===== src/sv/aavr_pkg.sv =====
`default_nettype none

package aavr_pkg;

    localparam int DEF_VEC_WIDTH  = 18;
    localparam int DEF_COEF_WIDTH = 16;

    // rotate pipeline depth, issue to result
    localparam int ROT_LAT = 6;

    // front queue and result queue depths, powers of two
    localparam int IN_DEPTH  = 4;
    localparam int OUT_DEPTH = 8;

endpackage

`default_nettype wire


===== src/sv/aavr_fifo.sv =====
`default_nettype none

module aavr_fifo #(
    parameter int WIDTH = aavr_pkg::DEF_VEC_WIDTH,
    parameter int DEPTH = aavr_pkg::IN_DEPTH
) (
    input  logic             i_clk,
    input  logic             i_rst_n,
    input  logic             i_push,
    input  logic [WIDTH-1:0] i_data,
    output logic             o_full,
    input  logic             i_pop,
    output logic [WIDTH-1:0] o_data,
    output logic             o_empty
);
    localparam int AW = $clog2(DEPTH);
    localparam int PW = AW + 1;

    logic [WIDTH-1:0] r_mem [DEPTH];
    logic [PW-1:0]    r_wr;
    logic [PW-1:0]    r_rd;
    logic [PW-1:0]    n_wr;
    logic [PW-1:0]    n_rd;
    logic             do_push;
    logic             do_pop;

    assign o_empty = (r_wr == r_rd);
    assign o_full  = (r_wr[AW] != r_rd[AW]) && (r_wr[AW-1:0] == r_rd[AW-1:0]);
    assign do_push = i_push && !o_full;
    assign do_pop  = i_pop && !o_empty;
    assign n_wr    = r_wr + PW'(do_push);
    assign n_rd    = r_rd + PW'(do_pop);
    assign o_data  = r_mem[r_rd[AW-1:0]];

    always_ff @(posedge i_clk) begin
        if (do_push) begin
            r_mem[r_wr[AW-1:0]] <= i_data;
        end
    end

    always_ff @(posedge i_clk) begin
        if (!i_rst_n) begin
            r_wr <= '0;
            r_rd <= '0;
        end else begin
            r_wr <= n_wr;
            r_rd <= n_rd;
        end
    end

`ifndef SYNTHESIS
    a_fill_bound: assert property (@(posedge i_clk) disable iff (!i_rst_n)
        (PW'(r_wr - r_rd) <= PW'(DEPTH)))
        else $error("queue fill beyond depth");

    a_push_shows: assert property (@(posedge i_clk) disable iff (!i_rst_n)
        do_push && !do_pop |=> !o_empty)
        else $error("pushed word not visible");

    a_last_pop: assert property (@(posedge i_clk) disable iff (!i_rst_n)
        do_pop && !do_push && (PW'(r_wr - r_rd) == PW'(1)) |=> o_empty)
        else $error("queue not empty after last pop");
`endif

endmodule

`default_nettype wire


===== config.mk =====
export PLATFORM = sky130hd
export DESIGN_NAME = aavr_fifo
export DESIGN_NICKNAME = d
export VERILOG_FILES = /design/src/sv/aavr_pkg.sv /design/src/sv/aavr_fifo.sv
export SDC_FILE = /design/constraint.sdc
export NUM_CORES = 1
export LEC_CHECK = 0
export BUFFER_PORTS_ARGS = -buffer_cell sky130_fd_sc_hd__buf_2
export CORE_MARGIN = 4
export CORE_UTILIZATION = 30
export CTS_CLUSTER_DIAMETER = 40
export DETAILED_ROUTE_END_ITERATION = 12
export SETUP_SLACK_MARGIN = 0.4
export SLEW_MARGIN = 20
export SYNTH_ARGS = -nofsm -noshare
export SYNTH_HDL_FRONTEND = slang
export SYNTH_SLANG_ARGS = --single-unit

===== constraint.sdc =====
create_clock -name i_clk -period 2.6 [get_ports i_clk]
set_input_delay 0.13 -clock i_clk [delete_from_list [all_inputs] [get_ports i_clk]]
set_output_delay 0.13 -clock i_clk [all_outputs]
set_load 0.02 [all_outputs]

### After elaboration in Yosys (flattened, before gate mapping)

Memory sizes are Yosys's and may differ from the RTL's. A register that Yosys moved wholly into a read port is not among the register bits.
Index checks and enable logic that the tools add are counted.

| word-level totals | value |
|---|---|
| flip-flop bits (word level) | 6 |
| bits in latches | 0 |
| memory bits (writable) | 72 |
| bits in read-only memories | 0 |
| input port bits | 22 |
| output and inout bits | 20 |
| word-level logic and storage cells | 16 |
| memories | 1 |

| operators by class | value |
|---|---|
| add/sub/neg operators | 2 |
| multiply operators | 0 |
| div/mod/pow operators | 0 |
| $lt $le $gt $ge | 0 |
| equality and inequality tests | 3 |
| shift operators | 0 |
| multiplexer cells | 3 |
| bitwise logic cells | 0 |
| reductions and logical operators | 5 |

Memory list:

| name | words | bits a word | read ports | clocked after Yosys merged registers in | write ports | RTL line | source |
|---|---|---|---|---|---|---|---|
| r_mem | 4 | 18 | 1 | 1 | 1 | aavr_fifo.sv:19 | `logic [WIDTH-1:0] r_mem [DEPTH];` |

Operators with widths:

| operator | number |
|---|---|
| 3-bit by 1-bit adder with 3-bit output | 2 |
| 3-bit == test | 1 |
| 1-bit logical AND | 3 |
| 2-bit == test | 1 |
| 1-bit logical NOT | 2 |
| 1-bit 2-to-1 mux | 2 |
| 2-bit 2-to-1 mux | 1 |
| 1-bit != test | 1 |

### Logic depth before layout (Yosys ltp)

| logic depth | value |
|---|---|
| depth in word-level cells | 6 |
| gate-level depth with buffers | 7 |
| depth with buffers taken out | 6 |

### Worst setup path before layout

OpenSTA, ideal clock, no wires.

| timing path | value |
|---|---|
| path type | register to register |
| start | register r_rd[1] |
| end | memory r_mem[1][0] in the netlist's numbering (enable) |
| library setup time | 0.404 ns |
| arrival | 1.724 ns |
| data required time | 2.196 ns |
| path slack | 0.472 ns |
| cell stages (with the launch flop) | 4 |
| buffers on the path | 1 |
| cell sequence | dfxtp_1 -> buf_4 -> xnor2_1 -> a31oi_1 |

| between the ends | value |
|---|---|
| word-level cells in the longest chain between the ends | 6 |

RTL lines:

| what | RTL line | source |
|---|---|---|
| from (decl) | aavr_fifo.sv:21 | `logic [PW-1:0] r_rd;` |
| from (signal assigned) | aavr_fifo.sv:47 | `r_rd <= n_rd;` |
| 2-bit == test | aavr_fifo.sv:28 | `assign o_full = (r_wr[AW] != r_rd[AW]) && (r_wr[AW-1:0] == r_rd[AW-1:0]);` |
| 1-bit logical AND | aavr_fifo.sv:28 |  |
| 1-bit logical NOT | aavr_fifo.sv:29 | `assign do_push = i_push && !o_full;` |
| 1-bit logical AND | aavr_fifo.sv:29 |  |
| 1-bit 2-to-1 mux | aavr_fifo.sv:36 | `if (do_push) begin` |
| 1-bit 2-to-1 mux (implied by the code) | aavr_fifo.sv:37 | `r_mem[r_wr[AW-1:0]] <= i_data;` |
| to (decl) | aavr_fifo.sv:19 |  |

Every way passes these cells.

==> results.yml <==
run_status:
  outcome: "completed"
die:
  core_um2: 9770
  start_util_pct: 30.9
  row_count: 36
  die-area_um2: 11700
  die_h_um: 108
  die_w_um: 108
  io_pins: 42
setup_path:
  cp-start-kind: "flip-flop"
  slowest_delay_ns: 0.57
  cp-end-kind: "output pin"
  cp_slowest_cell: "mux4_2"
  crit_arrival_ns: 1.91
  crit_type: "reg -> out"
  path_cells: "buf_4 -> mux4_2 -> buf_2"
  crit_fanout: 19
  worstReg2RegStart: "r_wr[2]$_SDFF_PN0_"
  startpoint: "r_rd[0]$_SDFF_PN0_"
  crit_required_ns: 2.47
placed_design:
  placedCellCount: 306
  place_area_um2: 3400
  portBuffers: 41
  dp_slack_ns: 0.820
  routabilityCongestion: 0.740
synth:
  synthCells: 131
  seq_area_frac_synth_pct: 75.6
  ys_warn_count: 0
  synth_cell_types: 22
  synth_area_um2: 3020
  ys_ff_latch: 78
  avgSynthCellArea_um2: 23.0
  synth_nets: 157
finish:
  drive_above_1_share_pct: 41.2
  num_antenna_cells: 0
  fin_cells: 337
  final_nets: 225
  area_growth_syn_to_layout_pct: 24.4
  fin_area_um2: 3750
timing:
  timing.final.hold_violations: 0
  fin_crit_sh_pct: 78.5
  slew_viol_final: 0
  fin_tns_setup_ns: 0
  fmax_mhz: 490
  period_needed_ns: 2.04
  whs_ns: 0.0172
  setup_viol: 0
  rsz0062_at_grt: "false"
  slew_headroom_pct: 57.2
  fin_skew_ns: 0.00623
  layout_setup_ws_ns: 0.560
  worstMarginPinSlew_ns: 0.640
clocking:
  cts_root_buf: "clkbuf_8"
  cts_buffer_depth: 2
  cts-resized-gates: 0
  clock_latency_ns: 0.34
  ctsHoldBuffers: 13
  clkTransAtPathRegs_ns: 0.07
  postCtsSetupBuffers: 0
  htreeDepth: 3
  cts.sinks: 78
  numCtsBuffers: 9
  tritoncts: "yes"
global_routing:
  grt_pass1_wl_mm: 8.11
  grt_pass1_vias: 1516
  grt_max_degree: 20
  antenna_found_initial: 0
  grt-ovfl-total: 0
  grt_use_total_pct: 9.60
power_and_ir_drop:
  leakagePower_nw: 1.30
  p_per_area_nw_per_um2: 791
  irDropWorstVdd_uv: 472
drt:
  drt_iter0_drc: 46
  wl_per_cell_um: 15.8
  dr.pass1.iters: 4
  drc: 0
  wl_mm: 5.32
  num_vias: 1440
  vias_per_cell: 4.27
  detail-route-antenna-nets: 0
hold_path:
  hold_class: "in -> reg"
  hold_start: "i_data[5]"
job:
  timing.max_cap.violations: 0
==> cell usage in the layout (no fill, tap or decap), types with 4 or more instances in the layout <==
cell / Yosys / final
buf_4: 2 / 6
edfxtp_1: 72 / 72
xor2_1: 4 / 4
ha_1: 4 / 4
mux4_2: 18 / 18
buf_2: 0 / 41
dlygate4sd3_1: 0 / 15
dfxtp_1: 6 / 5
clkbuf_8: 0 / 9
and2_1: 6 / 6
==> kinds of logic after synthesis <==
family | after synthesis | synth area share [%]
flip-flops | 78 | 75.6
buffers and inverters | 5 | 2.03
adder cells (fa/ha/maj) | 4 | 1.66
XOR/XNOR | 8 | 3.19
AND/OR/NAND/NOR | 12 | 2.24
AO/OA/AOI/OAI | 6 | 1.82
multiplexers | 18 | 13.4
==> area by class of cell <==
type | instances | area (um2)
well taps | 133 | 166
clock inverters | 5 | 73.8
flip-flops and latches | 78 | 2280
fillers | 916 | 6020
repair buffers | 62 | 400
multi-input cells | 48 | 698
clock buffers | 11 | 131
==> where the power goes <==
| group | total, mW | internal (mW) | switching, mW |
|---|---|---|---|
| Clock | 0.924 | 0.535 | 0.389 |
| Combinational | 0.573 | 0.253 | 0.320 |
| Sequential | 1.47 | 1.44 | 0.0333 |
| Total | 2.97 | 2.23 | 0.742 |
==> cell usage after synthesis, drive strengths merged <==
cell | instances | area [um2]
buf | 5 | 61.3
nor3 | 2 | 10.0
o31a | 2 | 17.5
a31oi | 2 | 12.5
nand2 | 1 | 3.75
edfxtp | 72 | 2160
ha | 4 | 50.1
nor2 | 1 | 3.75
mux4 | 18 | 405
nand3 | 1 | 5.00
and2 | 6 | 37.5
a311oi | 1 | 15.0
xnor2 | 3 | 33.8
nand3b | 1 | 7.51
xor2 | 5 | 62.6
dfxtp | 6 | 120
o311a | 1 | 10.0
==> path summary, 6_finish.rpt <==
check,to,slack (ns),cells past startpoint
hold reg to reg,r_rd[2]$_SDFF_PN0_,0.64,2
setup / recovery,o_data[1],0.56,3
hold / removal,r_mem[3][5]$_DFFE_PP_,0.02,1
setup reg to reg,r_rd[1]$_SDFF_PN0_,0.82,5
==> worst max-delay path: cells and delay by family, from the launching register on <==
| family | cells | cell delay, ns |
|---|---|---|
| buf+inv | 2 | 0.57 |
| flops | 1 | 0.41 |
| mux | 1 | 0.57 |
==> state kept, by name (all words and copies together), names as in the netlist <==
name,flops
r_wr,3
r_mem,72
r_rd,3
==> routing by layer <==
layer / vias to the layer above / part of all wire [%] / wire length, um / global-route usage [%]
li1: 676 / - / - / -
met4: 0 / 0.98 / 52 / 2.98
met5: - / 0 / 0 / 0
met1: 715 / 42 / 2260 / 11.4
met3: 5 / 7.0 / 372 / 4.54
met2: 44 / 49 / 2630 / 15.5
==> through the flow <==
stage          utilization, %  power [mW]
2_1_floorplan               -        1.91
3_3_place_gp             34.8        2.06
3_5_place_dp             34.8        2.07
4_1_cts                  38.2        3.02
5_1_grt                  38.4        3.13
6_report                 38.4        2.97
No activity file was read; power rests on OpenSTA's default activity.
